**src/design/ddc_pkg.sv**
```systemverilog
package ddc_pkg;

	localparam int MAX_WIDTH  = 4096;
	localparam int MAX_HEIGHT = 4096;

	localparam int SAMPLE_W = 16;
	localparam int DIM_W    = 13;
	localparam int CFG_IDX_W = 2;

	localparam int COL_W = (MAX_WIDTH > 1) ? $clog2(MAX_WIDTH) : 1;
	localparam int ROW_W = (MAX_HEIGHT > 1) ? $clog2(MAX_HEIGHT) : 1;

	localparam int FIFO_DEPTH = 4;
	localparam int PTR_W      = $clog2(FIFO_DEPTH);
	localparam int CNT_W      = $clog2(FIFO_DEPTH + 1);

	localparam logic [CFG_IDX_W-1:0] REG_DIRECTION    = 2'd0;
	localparam logic [CFG_IDX_W-1:0] REG_FRAME_WIDTH  = 2'd1;
	localparam logic [CFG_IDX_W-1:0] REG_FRAME_HEIGHT = 2'd2;

	localparam logic [DIM_W-1:0] RESET_WIDTH  = 13'd640;
	localparam logic [DIM_W-1:0] RESET_HEIGHT = 13'd480;

	localparam logic DIR_ENCODE = 1'b0;
	localparam logic DIR_DECODE = 1'b1;

	typedef enum logic [2:0] {
		KIND_ZERO  = 3'b001,
		KIND_LEFT  = 3'b010,
		KIND_ABOVE = 3'b100
	} kind_t;

	typedef struct packed {
		logic [DIM_W-1:0] width;
		logic [DIM_W-1:0] height;
	} geom_t;

	typedef struct packed {
		logic [SAMPLE_W-1:0] sample;
		logic [COL_W-1:0]    idx;
		kind_t               kind;
		logic                frame_end;
	} entry_t;

endpackage

```
**src/design/ddc_front.sv**
```systemverilog
module ddc_front (
	input  logic                           clk,
	input  logic                           arst_n,
	input  ddc_pkg::geom_t                 geom,
	input  logic                           in_valid,
	output logic                           in_ready,
	input  logic [ddc_pkg::SAMPLE_W-1:0]   in_sample,
	input  logic                           fifo_full,
	output logic                           push,
	output ddc_pkg::entry_t                push_entry
);

	logic [ddc_pkg::COL_W-1:0] col_q;
	logic [ddc_pkg::ROW_W-1:0] row_q;
	logic [ddc_pkg::COL_W:0]   w_eff;
	logic [ddc_pkg::ROW_W:0]   h_eff;
	logic                      last_col;
	logic                      last_row;

	// saturate geometry to the supported range
	always_comb begin
		if (geom.width == '0) begin
			w_eff = (ddc_pkg::COL_W + 1)'(1);
		end else if (32'(geom.width) > ddc_pkg::MAX_WIDTH) begin
			w_eff = (ddc_pkg::COL_W + 1)'(ddc_pkg::MAX_WIDTH);
		end else begin
			w_eff = (ddc_pkg::COL_W + 1)'(geom.width);
		end
		if (geom.height == '0) begin
			h_eff = (ddc_pkg::ROW_W + 1)'(1);
		end else if (32'(geom.height) > ddc_pkg::MAX_HEIGHT) begin
			h_eff = (ddc_pkg::ROW_W + 1)'(ddc_pkg::MAX_HEIGHT);
		end else begin
			h_eff = (ddc_pkg::ROW_W + 1)'(geom.height);
		end
	end

	assign last_col = ({1'b0, col_q} + 1'b1) >= w_eff;
	assign last_row = ({1'b0, row_q} + 1'b1) >= h_eff;

	assign in_ready = !fifo_full;
	assign push     = in_valid && !fifo_full;

	always_comb begin
		push_entry.sample    = in_sample;
		push_entry.idx       = col_q;
		push_entry.frame_end = last_col && last_row;
		if (row_q != '0) begin
			push_entry.kind = ddc_pkg::KIND_ABOVE;
		end else if (col_q != '0) begin
			push_entry.kind = ddc_pkg::KIND_LEFT;
		end else begin
			push_entry.kind = ddc_pkg::KIND_ZERO;
		end
	end

	always_ff @(posedge clk or negedge arst_n) begin
		if (!arst_n) begin
			col_q <= '0;
			row_q <= '0;
		end else if (push) begin
			if (last_col) begin
				col_q <= '0;
				row_q <= last_row ? '0 : row_q + 1'b1;
			end else begin
				col_q <= col_q + 1'b1;
			end
		end
	end

endmodule

```
**config.mk**
```make
export PLATFORM = sky130hd
export DESIGN_NAME = ddc_front
export DESIGN_NICKNAME = d
export VERILOG_FILES = /design/src/design/ddc_pkg.sv /design/src/design/ddc_front.sv
export SDC_FILE = /design/constraint.sdc
export NUM_CORES = 1
export LEC_CHECK = 0
export BUFFER_PORTS_ARGS = -buffer_cell sky130_fd_sc_hd__buf_2
export CORE_ASPECT_RATIO = 1.75
export CORE_MARGIN = 2
export CORE_UTILIZATION = 50
export DETAILED_ROUTE_END_ITERATION = 6
export HOLD_SLACK_MARGIN = 0.1
export PLACE_DENSITY_LB_ADDON = 0.12
export SYNTH_ARGS = -nofsm -noshare
export SYNTH_HDL_FRONTEND = slang
export SYNTH_SLANG_ARGS = --single-unit
```
**constraint.sdc**
```tcl
create_clock -name clk -period 8.7 [get_ports clk]
set_clock_uncertainty 0.15 [all_clocks]
set_input_delay 0.435 -clock clk [delete_from_list [all_inputs] [get_ports clk]]
set_output_delay 0.435 -clock clk [all_outputs]
set_load 0.03 [all_outputs]
```
==> out/metrics.csv, run 1 <==
metric,value,unit
Total Nets Final,379,
register area,601,µm²
Post-Synthesis Mean Instance Area,8.45,µm²
Ant. Diodes,0,
"top cells by area, synth","dfrtp_1 (26%), ha_1 (16%), nand2_1 (7.6%)",
min-delay worst type,register to register,
Fill cells,438,
Setup Viol. Count Final,0,
sw power,167,µW
"EDFF count, synth",0,
"setup slack, reg-to-reg",5.00,ns
Core Footprint,4440,µm²
Starting Density,52.5,%
post-layout minimum cycle time,3.87,ns
Clk Tree Root Cell,clkbuf_8,
number of global-route vias before repair,2008,
syn_nets,352,
Total Routing Usage GR,20.3,%
CP startpoint,col_q[0],
Post-Syn Instances,276,
DRT Pass-1 Iters,4,
Comb pwr share,44.9,%
CTS tree,yes,
Die Y,94.3,µm
final WL,5.12,mm
worst setup path class,register to output pin,
first-pass GRT wire length,8.53,mm
Die W,55.6,µm
FMAX,258,MHz
worst path required time,8.12,ns
total CTS buffers,3,
Yosys cell types,45,
vias per cell,5.81,
hold_buf cts,1,
"Cell Area, Synth",2330,µm²
WL per Instance,14.5,µm
r2r endpoint,row_q[4],
run status,finished clean,
pin count of the biggest net entering global routing,25,
I/O Buffers,47,
DR vias,2051,
Static Leak,1.26,nW
sw frac,40.4,%
max-cap violation count,0,
r2r startpoint,col_q[0],
die area,5250,µm²
endpoints failing hold,0,
sequential share of power,37.4,%
CP Capture Point,push_entry[0],
DRT iter0 DRCs,64,
Worst-path clk slew,0.08,ns
Slew @ Worst Pin,0.551,ns
grt ovf,0,
"Clk Latency, worst-skew pair",0.26,ns
PostCTS Resize Cnt,0,
# Post-CTS Setup Buffers,0,
CP startpoint kind,register,
area taken by multi-input logic gates,1520,µm²
count of pins over their slew limit,0,
crit path max fanout,15,
"Async S/R FF share, synth",100,%
P_int,247,µW
Ys Warns,0,
HPWL Detailed,4.31,mm
RSZ-0062 raised after global routing,no,
largest area contributor in the netlist,dfrtp_1,
Layout area overhead,8.15,%
total power,415,µW
Ports,80,
Clk pwr share,17.7,%
Slew HR,63.3,%
VDD IR-drop max,0.140,mV
"Seq/Total Area, Yosys",25.8,%
share of layout cells above drive strength 1,21.2,%
DRC Markers,0,
antenna-violating nets left,0,
Pwr Density,165,nW/µm²
GPL Wtd Cong,0.818,
FP Rows,32,
clk sinks,24,
setup_tns,0,ns
"Period Utilization, post-route",44.5,%
crit path capture type,output pin,
"flops & latches, synth",24,
share of the synthesized area in the top cell type,25.8,%
"Primary FF master, synth",dfrtp_1,
Max Root-Sink Buffers,2,
htree depth,1,
antenna violations before repair,0,
R2R depth,12,
CP arrival,3.29,ns
[flip-flops by register name (all words and copies together), names as in the netlist]
| signal | flops |
|---|---|
| col_q | 12 |
| row_q | 12 |
[critical path: stages (launching register included)]
cell and delay [ns]:
dfrtp_1 0.44, ha_1 0.24, nand3_1 0.12, nor2_1 0.17, and4_1 0.28, and3_1 0.26
xor2_1 0.09, ha_1 0.29, and4_1 0.21, nand2_1 0.07, o21ai_2 0.47, and2b_1 0.21
buf_2 0.19
[cells by family (layout without fill, tap and decap cells)]
| kind of cell | Yosys count | count (layout) | share of synthesized area, % |
|---|---|---|---|
| buffers and inverters | 37 | 63 | 9.23 |
| AO/OA/AOI/OAI | 52 | 52 | 15.1 |
| XOR/XNOR | 20 | 20 | 8.15 |
| adder cells (fa/ha/maj) | 30 | 30 | 16.1 |
| multiplexers | 2 | 2 | 0.966 |
| AND/OR/NAND/NOR | 111 | 111 | 24.7 |
| flip-flops | 24 | 24 | 25.8 |
[power groups by stage]
stage,clock [mW],sequential (mW),combinational (mW)
3_5_place_dp,0,0.157,0.189
6_report,0.0735,0.155,0.186
2_1_floorplan,0,0.166,0.139
4_1_cts,0.0759,0.155,0.190
5_1_grt,0.0809,0.158,0.213
3_3_place_gp,0,0.157,0.185
[cells in the mapped netlist, types with 2 or more instances]
library cell and count:
a21o_1 4, buf_2 3, dfrtp_1 24, o21ai_1 2, and4_1 3, xor2_1 7, nor4b_1 2, nand3_2 2
nor4_1 6, a31oi_1 4, xnor2_1 11, nand3_1 7, a221o_1 3, a21oi_1 12, nor2b_1 6, nor3_1 5
o22ai_1 2, a22o_1 12, and3_1 6, nand2_1 47, nor2_1 13, ha_1 30, xor2_2 2, clkbuf_1 5
nand4_1 4, o21ai_0 10, inv_1 11, buf_4 16
[per-stage QoR]
stage / cell area [µm²] / utilization [%] / hold WS (ns) / setup WS (ns) / std cells
detailed placement: 2460 / 55.3 / 0.297 / 5.00 / 348
floorplan: 2330 / - / -0.0106 / 5.20 / 276
CTS: 2520 / 56.8 / 0.442 / 4.79 / 353
global placement: 2460 / 55.3 / 0.289 / 5.07 / 348
global route: 2520 / 56.8 / 0.480 / 4.52 / 353
finish: 2520 / 56.8 / 0.443 / 4.83 / 353
[placed cells by master, fill, tap and decap left out, drive strengths merged, types with 3 or more instances in the layout]
cell	count
and4	3
dfrtp	24
a22o	12
a21o	4
and3	8
a21oi	12
a31oi	4
nand4	4
clkbuf	4
ha	30
xor2	9
nor3	5
a221o	3
nor2	15
buf	47
xnor2	11
nor2b	7
nor4	6
nand3	9
o21ai	13
nand2	47
inv	11
[worst min path at each step]
| stage | start | to | slack, ns | depth (start not counted) |
|---|---|---|---|---|
| 2_1_floorplan | arst_n | col_q[0] | -0.01 | 0 |
| 3_3_place_gp | arst_n | row_q[1] | 0.29 | 1 |
| 3_5_place_dp | arst_n | col_q[5] | 0.30 | 1 |
| 4_1_cts | row_q[10] | row_q[10] | 0.44 | 1 |
| 5_1_grt | row_q[6] | row_q[6] | 0.48 | 1 |
| 6_report | row_q[10] | row_q[10] | 0.44 | 1 |
[layer usage]
| layer | GRT usage (%) | wire length [µm] |
|---|---|---|
| met1 | 19.9 | 1920 |
| met2 | 41.9 | 2910 |
| met3 | 1.78 | 163 |
| met4 | 8.94 | 132 |
| met5 | 0 | 0 |
[layout make-up]
type | count | share of cell area, %
Clock buffer | 4 | 2.18
Inverter | 11 | 1.64
Multi-Input combinational cell | 215 | 60.1
Sequential cell | 24 | 23.8
Tap cell | 51 | 2.53
Timing Repair Buffer | 48 | 9.72
Note: power is estimated with default switching activity, not from simulation.
==> run 2: changes to the inputs <==
- clock period: 8.7 -> 3.95 ns (I/O delays scaled with it)
==> run 2 against run 1 <==
Effect of this change:
- die area stayed put
- non-clock buffer count is 1 higher
- critical path type is now register to register
- via count is 1.1% lower
- critical path depth stayed put
- final area is 0.25% lower
==> out/metrics.csv, run 2 (synthesis results as in run 1) <==
metric,value,unit,change
run status,finished clean,,
FMAX,291,MHz,
sw frac,40.8,%,+0.44 points
grt ovf,0,,unchanged
crit path capture type,register,,
clk sinks,24,,unchanged
pin count of the biggest net entering global routing,25,,unchanged
min-delay worst type,primary input to output pin,,
Max Root-Sink Buffers,2,,unchanged
share of layout cells above drive strength 1,21.2,%,unchanged
# Post-CTS Setup Buffers,0,,unchanged
CP peak stage delay,0.44,ns,-0.03 ns
Pwr Density,353,nW/µm²,+110%
Crit path max-delay family,simple AND/OR/NAND/NOR gates,,
"Clk Latency, worst-skew pair",0.26,ns,about the same
final cell utilization of the core,56.6,%,-0.14 points
Total Nets Final,380,,+0.26%
Ant. Diodes,0,,unchanged
DRT iter0 DRCs,37,,-42%
die area,5250,µm²,unchanged
worst setup path class,register to register,,
"commonest non-fill, non-tap cells in the layout","nand2_1 (47), buf_2 (47), ha_1 (30)",,
I/O Buffers,47,,unchanged
number of global-route vias before repair,1927,,-4.0%
RSZ-0062 raised after global routing,no,,
CTS tree,yes,,
Worst-path clk slew,0.07,ns,about the same
Total Routing Usage GR,20.6,%,+0.23 points
WP buf/inv,0,,-1
max-cap violation count,0,,unchanged
post-layout minimum cycle time,3.44,ns,
total power,887,µW,+110%
Fill cells,419,,-4.3%
final WL,5.04,mm,-1.6%
GPL Wtd Cong,0.816,,-0.24%
Largest regs,"col_q (12), row_q (12)",,
endpoints failing hold,0,,unchanged
setup_tns,0,ns,unchanged
Layout area overhead,7.89,%,
total CTS buffers,3,,unchanged
count of pins over their slew limit,0,,unchanged
HPWL Detailed,4.30,mm,-0.20%
sequential share of power,38.5,%,+1.1 points
Clk pwr share,15.4,%,-2.3 points
DRC Markers,0,,unchanged
Slew @ Worst Pin,0.520,ns,-0.0310 ns
Die Y,94.3,µm,unchanged
vias per cell,5.75,,-1.1%
Worst path slowest cell,dfrtp_1,,
Clk Tree Root Cell,clkbuf_8,,
PostCTS Resize Cnt,0,,unchanged
VDD IR-drop max,0.253,mV,+80%
DRT Pass-1 Iters,4,,unchanged
CP arrival,3.43,ns,+0.14 ns
Core Footprint,4440,µm²,unchanged
first-pass GRT wire length,8.59,mm,+0.73%
Static Leak,1.26,nW,-0.15%
antenna-violating nets left,0,,unchanged
antenna violations before repair,0,,unchanged
P_int,525,µW,+110%
Final WS setup,0.509,ns,-4.32 ns
Die W,55.6,µm,unchanged
Ports,80,,unchanged
CP startpoint kind,register,,
htree depth,1,,unchanged
Starting Density,52.5,%,unchanged
Slew HR,65.3,%,+2.1 points
"Period Utilization, post-route",87.1,%,
DR vias,2028,,-1.1%
hold_buf cts,1,,unchanged
FP Rows,32,,unchanged
Setup Viol. Count Final,0,,unchanged
critical path cell sequence,ha_1 > nand3_1 > nor2_1 > and4_1 > and3_1 > xor2_1 > ha_1 > and4_1 > nand2_1 > o21ai_2 > nand2_1 > a221o_1,,
crit path max fanout,12,,-3
Setup WS pre-CTS,0.557,ns,-4.45 ns
sw power,362,µW,+120%
WL per Instance,14.3,µm,-1.6%
Comb pwr share,46.1,%,+1.2 points
worst path required time,3.94,ns,-4.18 ns
[run 2: cell types whose count changed in the layout (fill, tap and decap cells not counted), sizes merged]
cell / before / now
buf: 47 / 48
clkbuf: 4 / 3
[run 2: path summary, 6_finish.rpt]
path / from / end / slack [ns] / cells after the start
worst max register to register: col_q[0] / row_q[4] / 0.51 / 12
worst min-delay path: in_sample[7] / push_entry[23] / 0.25 / 0
worst min register to register: row_q[10] / row_q[10] / 0.44 / 1
max in group asynchronous: arst_n / col_q[4] / 3.01 / 2
worst max-delay path: col_q[0] / row_q[4] / 0.51 / 12
min in group asynchronous: arst_n / col_q[5] / 0.30 / 2
[run 2: cell type report]
class	instances	area [µm²]	area share, %
multi-input combinational	215	1520	60.3
tap	51	63.8	2.54
sequential	24	601	23.9
timing repair buffer	49	253	10.0
inverter	11	41.3	1.64
clock buffer	3	41.3	1.64
[run 2: power groups by stage]
stage | registers (mW) | logic (mW) | clock network (mW)
3_5_place_dp | 0.347 | 0.416 | 0
4_1_cts | 0.342 | 0.419 | 0.141
5_1_grt | 0.349 | 0.464 | 0.153
3_3_place_gp | 0.345 | 0.409 | 0
2_1_floorplan | 0.366 | 0.305 | 0
6_report | 0.342 | 0.409 | 0.137
[run 2: per-layer routing]
metal  GRT usage, %  vias to the layer above  wire length [µm]
li1               -                     1018                 -
met2           42.4                       53              2940
met5              0                        -                 0
met1           21.6                      953              1850
met4           6.30                        0                59
met3           1.23                        4               193
[run 2: stage by stage]
| step | cells | hold WS [ns] | cell area, µm² |
|---|---|---|---|
| 2_1_floorplan | 276 | -0.248 | 2330 |
| 3_3_place_gp | 349 | 0.0456 | 2460 |
| 3_5_place_dp | 349 | 0.0513 | 2460 |
| 4_1_cts | 353 | 0.245 | 2520 |
| 5_1_grt | 353 | 0.245 | 2520 |
| 6_report | 353 | 0.245 | 2520 |
