===== src/design/ddc_pkg.sv =====
package ddc_pkg;

	localparam int MAX_WIDTH  = 4096;
	localparam int MAX_HEIGHT = 4096;

	localparam int SAMPLE_W = 16;
	localparam int DIM_W    = 13;
	localparam int CFG_IDX_W = 2;

	localparam int COL_W = (MAX_WIDTH > 1) ? $clog2(MAX_WIDTH) : 1;
	localparam int ROW_W = (MAX_HEIGHT > 1) ? $clog2(MAX_HEIGHT) : 1;

	localparam int FIFO_DEPTH = 4;
	localparam int PTR_W      = $clog2(FIFO_DEPTH);
	localparam int CNT_W      = $clog2(FIFO_DEPTH + 1);

	localparam logic [CFG_IDX_W-1:0] REG_DIRECTION    = 2'd0;
	localparam logic [CFG_IDX_W-1:0] REG_FRAME_WIDTH  = 2'd1;
	localparam logic [CFG_IDX_W-1:0] REG_FRAME_HEIGHT = 2'd2;

	localparam logic [DIM_W-1:0] RESET_WIDTH  = 13'd640;
	localparam logic [DIM_W-1:0] RESET_HEIGHT = 13'd480;

	localparam logic DIR_ENCODE = 1'b0;
	localparam logic DIR_DECODE = 1'b1;

	typedef enum logic [2:0] {
		KIND_ZERO  = 3'b001,
		KIND_LEFT  = 3'b010,
		KIND_ABOVE = 3'b100
	} kind_t;

	typedef struct packed {
		logic [DIM_W-1:0] width;
		logic [DIM_W-1:0] height;
	} geom_t;

	typedef struct packed {
		logic [SAMPLE_W-1:0] sample;
		logic [COL_W-1:0]    idx;
		kind_t               kind;
		logic                frame_end;
	} entry_t;

endpackage


===== src/design/ddc_fifo.sv =====
module ddc_fifo (
	input  logic              clk,
	input  logic              arst_n,
	input  logic              push,
	input  ddc_pkg::entry_t   push_entry,
	output logic              full,
	input  logic              pop,
	output logic              pop_valid,
	output ddc_pkg::entry_t   pop_entry
);

	ddc_pkg::entry_t             slots_q [ddc_pkg::FIFO_DEPTH];
	logic [ddc_pkg::PTR_W-1:0]   wr_ptr_q;
	logic [ddc_pkg::PTR_W-1:0]   rd_ptr_q;
	logic [ddc_pkg::CNT_W-1:0]   count_q;

	assign full      = count_q == ddc_pkg::CNT_W'(ddc_pkg::FIFO_DEPTH);
	assign pop_valid = count_q != '0;
	assign pop_entry = slots_q[rd_ptr_q];

	always_ff @(posedge clk) begin
		if (push) begin
			slots_q[wr_ptr_q] <= push_entry;
		end
	end

	always_ff @(posedge clk or negedge arst_n) begin
		if (!arst_n) begin
			wr_ptr_q <= '0;
			rd_ptr_q <= '0;
			count_q  <= '0;
		end else begin
			if (push) begin
				wr_ptr_q <= wr_ptr_q + 1'b1;
			end
			if (pop) begin
				rd_ptr_q <= rd_ptr_q + 1'b1;
			end
			if (push && !pop) begin
				count_q <= count_q + 1'b1;
			end else if (pop && !push) begin
				count_q <= count_q - 1'b1;
			end
		end
	end

endmodule


===== config.mk =====
export PLATFORM = sky130hd
export DESIGN_NAME = ddc_fifo
export DESIGN_NICKNAME = d
export VERILOG_FILES = /design/src/design/ddc_pkg.sv /design/src/design/ddc_fifo.sv
export SDC_FILE = /design/constraint.sdc
export NUM_CORES = 1
export LEC_CHECK = 0
export ABC_AREA = 1
export BUFFER_PORTS_ARGS = -buffer_cell sky130_fd_sc_hd__buf_2
export CAP_MARGIN = 30
export CORE_MARGIN = 2
export CORE_UTILIZATION = 40
export CTS_CLUSTER_SIZE = 20
export DETAILED_ROUTE_END_ITERATION = 10
export GPL_ROUTABILITY_DRIVEN = 0
export PLACE_DENSITY = 0.7
export REMOVE_ABC_BUFFERS = 1
export SYNTH_ARGS = -nofsm -noshare
export SYNTH_HDL_FRONTEND = slang
export SYNTH_SLANG_ARGS = --single-unit

===== constraint.sdc =====
create_clock -name clk -period 3.73 [get_ports clk]
set_input_delay 0.746 -clock clk [delete_from_list [all_inputs] [get_ports clk]]
set_output_delay 0.746 -clock clk [all_outputs]
set_load 0.02 [all_outputs]

==> impl_metrics.yaml, run 1 <==
setup_path:
  worstPathMaxFanout: 70
  crit_buf_inv: 2
  cp_common_cell: "nand2_1"
  path_cells: "buf_12, nand2_1, o211ai_1, nand2_1, buf_2"
  cp_top_family: "flip-flops"
  crit_required_ps: 2980
  end_kind: "output pin"
  max_stage_delay_ps: 800
  worstSetupStartpointType: "flip-flop"
  crit_type: "reg -> out"
  slowest_stage: "dfrtp_4"
  worstPathArrival_ps: 2070
clocking:
  numClockSinks: 135
  cts_made_buffers: 17
  postCtsSetupBuffers: 0
  cts_hold_buf: 0
  cts_tree: "done"
  cts_root_buf: "clkbuf_16"
  ctsHtreeMaxLevel: 4
  clk_pin_slew_ps: 60
  clockBufferDepth: 2
  cts_resized: 0
  clk_latency_ps: 410
timing:
  layout_setup_ws_ps: 911
  hold_slack_ps: 170
  fin_setup_tns_ps: 0
  finalCritPeriodShare_pct: 75.6
  fin_crit_ps: 2820
  fmax_mhz: 355
  max_slew_margin_pct: 45.3
  rsz0062_at_grt: "no"
  report.final.slew_viol_count: 0
  skew_ps: 4.24
  max_slew.worst_pin.slew_ps: 820
  report.final.hold_viol_count: 0
  setup_viol: 0
place:
  dp.final_hpwl_um: 5830
  pre_cts_ws_ps: 1360
  port_buffers: 69
drt:
  wire_per_inst_um: 14.7
  vias_per_cell: 4.72
  vias: 3203
  drtIter0Drc: 245
  drc: 0
  dr.pass1.iters: 4
  postRouteAntennaNets: 0
  drt-total-wl_um: 10000
power_and_ir_drop:
  clkPwrFrac_pct: 29.1
  seqPwrFrac_pct: 39.4
  leakagePower_uw: 0.00266
  p_sw_uw: 1990
  swShare_pct: 36.1
  pwr-share-comb_pct: 31.5
  ir_drop_uv: 350
  p_per_area_nw_per_um2: 847
  p_int_uw: 3530
global_routing:
  grt_max_degree: 71
  grt_overflow: 0
  grt_pass1_wl_um: 15600
  antenna_found_initial: 2
  grt_pass1_vias: 3181
  grt.total_usage_pct: 14.5
final_layout:
  drive_gt1_share_pct: 21.5
  antenna_cells: 0
  fill_cells: 1121
  area_growth_pct: 19.4
  nets: 532
yosys:
  ys_ff_latch: 135
  synth_cell_types: 19
  synthCells: 422
  yosysSeqAreaShare_pct: 73.7
  avgSynthCellArea_um2: 12.9
  netlist_area_um2: 5460
  ys_warn_count: 0
die:
  dieArea_um2: 14600
  design.core.area_um2: 13300
  ios: 70
  start_util_pct: 41.0
  die_h_um: 121
  rows: 42
  die_width_um: 121
worst_hold_path:
  hold_class: "in -> async"
flow_run:
  maxCapViolCount: 0
outcome:
  status: "finished clean"
[synth_stat cells (all sizes together)]
library cell / count / area [um^2]
edfxtp: 128 / 3840
nand2: 110 / 413
inv: 76 / 285
o211ai: 64 / 480
buf: 20 / 109
dfrtp: 7 / 175
ha: 5 / 62.6
xor2: 3 / 26.3
clkbuf: 2 / 7.51
fa: 1 / 20.0
nand3: 1 / 5.00
nand4: 1 / 6.26
nor2: 1 / 3.75
nor3: 1 / 5.00
o21ai: 1 / 5.00
xnor2: 1 / 8.76
[flip-flops by register name, indices dropped and copies added (netlist names)]
name and count:
wr_ptr_q 2, slots_q 128, rd_ptr_q 2, count_q 3
[logic make-up (layout without fill, tap and decap cells)]
kind of cell,count (synthesis),in the layout,synth area share (%)
AOI/OAI and AO/OA,65,65,8.90
adders and majority gates,6,6,1.51
DFF,135,135,73.7
buffers and inverters,98,179,7.36
xor gates and xnor gates,4,4,0.642
and+or+nand+nor,114,114,7.93
[layout make-up]
class	instances	area [um^2]	share of cell area (%)
Clock buffer	18	429	6.58
Tap cell	176	220	3.38
Timing Repair Buffer	71	373	5.72
Clock inverter	14	150	2.30
Multi-Input combinational cell	189	1040	15.9
Sequential cell	135	4020	61.7
Inverter	76	285	4.38
[layer usage]
metal  GRT usage, %  share of wire, %
met1           16.8                43
met2           24.1                49
met3           5.61               6.0
met4           5.89               1.5
met5              0              0.16
[final timing paths]
path	from	endpoint	slack, ps	depth (start not counted)
worst max-delay path	rd_ptr_q[0]	pop_entry[1]	910	5
worst min-delay path	arst_n	count_q[1]	170	1
min in group clk	count_q[2]	count_q[2]	480	2
max in group asynchronous	arst_n	rd_ptr_q[0]	3360	1
worst max register to register	wr_ptr_q[1]	slots_q[1][29]	2020	4
worst min register to register	count_q[2]	count_q[2]	480	2
[cell usage in the layout (no fill, tap or decap), types with 2 or more instances in the layout]
cell        instances
inv_2               5
clkinv_2            2
o211ai_1           64
edfxtp_1          128
buf_2              69
xor2_1              3
bufinv_16           2
inv_1              71
inv_6               3
ha_1                5
clkbuf_16          17
clkinvlp_4          2
dfrtp_1             5
clkinv_4            4
nand2_1           110
[per-stage QoR]
stage	area [um^2]	cells	utilization [%]	total power, uW
2_1_floorplan	5340	400	-	3330
3_3_place_gp	5940	647	44.7	3930
3_5_place_dp	5940	647	44.7	3990
4_1_cts	6520	679	49.0	5600
5_1_grt	6520	679	49.0	5840
6_report	6520	679	49.0	5520
[power groups by stage]
stage               Combinational [uW]  Clock (uW)  Sequential [uW]
detailed placement                1780           0             2210
floorplan                         1080           0             2260
global placement                  1740           0             2190
CTS                               1790        1630             2180
finish                            1740        1610             2180
global route                      1930        1690             2210
No activity file was read; power rests on OpenSTA's default activity.
==> run 2, diff against run 1 <==
ABC_AREA = 0   (was 1)
PLACE_DENSITY = 0.72   (was 0.7)
clock period = 2.5 ns   (was 3.73 ns; I/O delays follow)
==> impl_metrics.yaml, run 2 <==
yosys:
  netlist_area_um2: 5060
  synthTopCellsByCount: "edfxtp_1 (128), mux4_2 (28), dfrtp_1 (7), ha_1 (5)"
  synthCells: 202
  synth.largest_area_cell: "edfxtp_1"
  synth_top_area_share_pct: 75.9
  ys_ff_latch: 135
  synth_edf_count: 128
  synth_area_leaders: "edfxtp_1 (76%), mux4_2 (12%), dfrtp_1 (3.5%), mux4_1 (2.1%), ha_1 (1.2%)"
  ys_warn_count: 0
  avgSynthCellArea_um2: 25.1
  synth-async-reset-ratio_pct: 5.19
  yosysMostFrequentCell: "edfxtp_1"
  ys.flop_type: "edfxtp_1"
  synth_cell_types: 20
  yosysSeqAreaShare_pct: 79.4
setup_path:
  end_kind: "output pin"
  regToRegSetupSlack_ps: 870
  reg2reg_to: "slots_q[1][2]"
  path_cells: "buf_4, mux4_1, buf_2"
  worstPathArrival_ps: 1840
  rr_worst_depth: 4
  r2r-start: "wr_ptr_q[1]"
  crit_type: "reg -> out"
  startpoint: "rd_ptr_q[0]"
  worstSetupEndpoint: "pop_entry[18]"
  worstSetupStartpointType: "flip-flop"
  worstPathMaxFanout: 13
  slowest_stage: "mux4_1"
  max_stage_delay_ps: 600
  crit_required_ps: 2000
drt:
  drtIter0Drc: 144
  drc: 0
  vias_per_cell: 4.72
  vias: 2240
  wire_per_inst_um: 17.8
  drt-total-wl_um: 8470
  dr.pass1.iters: 4
  postRouteAntennaNets: 0
die:
  start_util_pct: 40.6
  design.core.area_um2: 12500
  dieArea_um2: 13600
  die_h_um: 116
  rows: 41
  ios: 70
  die_width_um: 116
global_routing:
  grt_overflow: 0
  grt_pass1_vias: 2441
  grt_max_degree: 31
  antenna_found_initial: 0
  grt_pass1_wl_um: 13300
  grt.total_usage_pct: 14.2
timing:
  max_slew.worst_pin.slew_ps: 485
  report.final.hold_viol_count: 0
  finalCritPeriodShare_pct: 93.7
  fmax_mhz: 427
  fin_setup_tns_ps: 0
  fin_crit_ps: 2340
  hold_slack_ps: 302
  rsz0062_at_grt: "no"
  setup_viol: 0
  max_slew_margin_pct: 67.6
  skew_ps: 5.50
  report.final.slew_viol_count: 0
clocking:
  clk_pin_slew_ps: 60
  clk_latency_ps: 410
  cts_root_buf: "clkbuf_16"
  ctsHtreeMaxLevel: 4
  cts_made_buffers: 17
  numClockSinks: 135
  postCtsSetupBuffers: 0
  cts_tree: "done"
  clockBufferDepth: 2
  cts_resized: 0
worst_hold_path:
  holdCritStartpoint: "push_entry[11]"
  hold_class: "in -> reg"
power_and_ir_drop:
  ir_drop_uv: 656
  leakagePower_uw: 0.00222
  p_int_uw: 5710
  p_per_area_nw_per_um2: 1270
  seqPwrFrac_pct: 39.3
  pwr-share-comb_pct: 27.8
  clkPwrFrac_pct: 32.9
  p_sw_uw: 2300
  swShare_pct: 28.8
final_layout:
  top_regs: "slots_q x128, count_q x3"
  antenna_cells: 0
  largest-register: "slots_q"
  nets: 332
  area_growth_pct: 24.2
  layout_commonest_cell: "edfxtp_1"
  final_cell_mix: "edfxtp_1 (128), buf_2 (69), mux4_2 (28)"
  fin_cells: 475
  largest_reg_flops: 128
  drive_gt1_share_pct: 46.9
place:
  dp.final_hpwl_um: 5080
  placed_cells_incl_taps: 442
  port_buffers: 69
flow_run:
  maxCapViolCount: 0
outcome:
  status: "finished clean"
run 2: worst min path at each step:
stage	end	slack, ps	cells after the start
after floorplan	count_q[0]	200	0
after global placement	count_q[2]	360	1
after detailed placement	count_q[2]	360	1
after CTS	slots_q[1][11]	280	1
after global routing	slots_q[3][28]	290	1
final	slots_q[1][11]	300	1
run 2: cell type report:
cell class	count	area (um^2)
Clock buffer	18	429
Clock inverter	14	206
Fill cell	991	6180
Inverter	4	15.0
Multi-Input combinational cell	55	942
Sequential cell	135	4020
Tap cell	172	215
Timing Repair Buffer	77	458
run 2: cell families (layout without fill, tap and decap cells):
family,after synthesis,count (layout),synth area share (%)
buffers and inverters,12,113,2.08
multiplexers,33,33,14.8
AND/OR/NAND/NOR,9,9,0.989
XOR/XNOR,6,6,1.04
flip-flops,135,135,79.4
AO/OA/AOI/OAI,1,1,0.0988
adder cells (fa/ha/maj),6,6,1.63
run 2: routing by layer:
layer	vias to the layer above	track usage, %	part of all wire (%)	wire length, um
li1	1028	-	-	-
met1	1146	15.7	41	3450
met2	51	24.2	52	4440
met3	15	5.29	4.8	404
met4	0	6.90	2.0	166
met5	-	0	0	0
run 2: critical path, delay by kind of cell (launching register included):
kind	cells	cell delay, ps
buf+inv	2	450
flops	1	380
mux	1	600
run 2: through the flow:
step | setup slack, ps | total power (uW) | utilization (%) | cell area [um^2]
floorplan | -191 | 4660 | - | 4970
global placement | 577 | 5450 | 45.3 | 5640
detailed placement | 566 | 5500 | 45.3 | 5640
CTS | 109 | 8160 | 50.4 | 6290
global route | 50.3 | 8430 | 50.4 | 6290
finish | 158 | 8010 | 50.4 | 6290
run 2: timing repair:
item	in CTS	in global routing
endpoints found under the setup margin	0	0
hold endpoints to repair	7	0
hold buffers	1	0
run 2: power groups by stage:
stage / sequential (uW) / combinational (uW) / clock [uW]
final: 3150 / 2230 / 2640
after global routing: 3190 / 2430 / 2810
after CTS: 3160 / 2300 / 2710
after detailed placement: 3200 / 2300 / 0
after global placement: 3170 / 2280 / 0
after floorplan: 3290 / 1370 / 0
==> run 3, diff against run 2 <==
CORE_ASPECT_RATIO = 0.7   (was not set)
==> impl_metrics.yaml, run 3 (synthesis gave the netlist of run 2 again) <==
outcome:
  status: "finished clean"
die:
  die_h_um: 98.1
  rows: 34
  ios: 70
  dieArea_um2: 13600
  die_width_um: 138
  start_util_pct: 40.9
  design.core.area_um2: 12400
drt:
  wire_per_inst_um: 19.0
  vias: 2282
  drt-total-wl_um: 8880
  drtIter0Drc: 138
  postRouteAntennaNets: 0
  dr.pass1.iters: 4
  vias_per_cell: 4.88
  drc: 0
timing:
  fmax_mhz: 418
  fin_crit_ps: 2390
  hold_slack_ps: 305
  report.final.slew_viol_count: 0
  setup_viol: 0
  max_slew.worst_pin.slew_ps: 529
  skew_ps: 4.50
  report.final.hold_viol_count: 0
  fin_setup_tns_ps: 0
  rsz0062_at_grt: "no"
  max_slew_margin_pct: 64.7
  finalCritPeriodShare_pct: 95.6
final_layout:
  antenna_cells: 0
  final_cell_mix: "edfxtp_1 (128), buf_2 (69), mux4_2 (28)"
  largest_reg_flops: 128
  drive_gt1_share_pct: 46.4
  nets: 335
  area_growth_pct: 24.4
  fin_cells: 468
  top_regs: "slots_q x128, count_q x3"
  largest-register: "slots_q"
  layout_commonest_cell: "edfxtp_1"
clocking:
  clockBufferDepth: 2
  cts_tree: "done"
  cts_resized: 0
  clk_latency_ps: 410
  cts_made_buffers: 17
  numClockSinks: 135
  postCtsSetupBuffers: 0
  cts_hold_buf: 1
  ctsHtreeMaxLevel: 4
  cts_root_buf: "clkbuf_16"
  clk_pin_slew_ps: 60
global_routing:
  grt_max_degree: 25
  grt_use_met1_pct: 18.7
  grt_pass1_vias: 2555
  grt_overflow: 0
  antenna_found_initial: 0
  met2_usage_pct: 21.6
  use_met3_pct: 5.84
  grt.busiest_layer: "met2"
  grt.total_usage_pct: 14.2
  grt_pass1_wl_um: 14200
setup_path:
  regToRegSetupSlack_ps: 810
  max_stage_delay_ps: 560
  path_cells: "buf_12, mux4_2, buf_2"
  worstPathMaxFanout: 14
  end_kind: "output pin"
  crit_required_ps: 2000
  slowest_stage: "dfrtp_2"
  crit_type: "reg -> out"
  worstSetupStartpointType: "flip-flop"
  worstPathArrival_ps: 1890
power_and_ir_drop:
  p_int_uw: 5740
  swShare_pct: 29.1
  clkPwrFrac_pct: 32.7
  p_per_area_nw_per_um2: 1280
  p_sw_uw: 2350
  power_uw: 8090
  leakagePower_uw: 0.00224
  ir_drop_uv: 851
  pwr-share-comb_pct: 28.0
  seqPwrFrac_pct: 39.3
worst_hold_path:
  hold_class: "in -> reg"
place:
  port_buffers: 69
  dp.final_hpwl_um: 5800
  placed_cells_incl_taps: 435
flow_run:
  maxCapViolCount: 0
run 3: changes by cell type in the layout (fill, tap and decap cells not counted), sizes merged:
cell      delta
buf          +3
clkinvlp     -2
clkinv       +1
inv          +1
run 3: metrics by stage:
step	setup WS (ps)	cell area [um^2]	utilization, %
after floorplan	-191	4970	-
final	110	6300	50.9
after global routing	15.9	6300	50.9
after global placement	519	5650	45.7
after detailed placement	497	5650	45.7
after CTS	51.3	6300	50.9
run 3: path summary, 6_finish.rpt:
| kind | from | to | cells past startpoint |
|---|---|---|---|
| worst max-delay path | rd_ptr_q[0] | pop_entry[9] | 3 |
| worst min-delay path | push_entry[0] | slots_q[2][0] | 1 |
| worst max register to register | wr_ptr_q[0] | slots_q[2][29] | 4 |
| worst min register to register | count_q[2] | count_q[2] | 1 |
| max in group asynchronous | arst_n | rd_ptr_q[0] | 2 |
| min in group asynchronous | arst_n | rd_ptr_q[1] | 2 |
run 3: final cells by class:
class                      count  area, um^2
clock inverter                14         205
tap                          162         203
inverter                       4        15.0
clock buffer                  18         429
timing repair buffer          80         480
sequential                   135        4020
fill                         967        6080
multi-input combinational     55         942
run 3: metal layers:
metal	up-vias	share of wire (%)	wire, um
li1	1026	-	-
met1	1184	45	4010
met2	67	47	4180
met3	5	7.2	635
met4	0	0.61	54
met5	-	0	0
run 3: critical path: cells and delay by family (launching register included):
kind,cells,cell delay [ps]
DFF,1,560
muxes,1,520
buffers and inverters,2,400
run 3: power groups by stage:
| stage | Clock (uW) | Sequential, uW | Combinational [uW] |
|---|---|---|---|
| 2_1_floorplan | 0 | 3290 | 1370 |
| 3_3_place_gp | 0 | 3200 | 2290 |
| 3_5_place_dp | 0 | 3230 | 2310 |
| 4_1_cts | 2690 | 3190 | 2330 |
| 5_1_grt | 2790 | 3230 | 2450 |
| 6_report | 2640 | 3180 | 2270 |
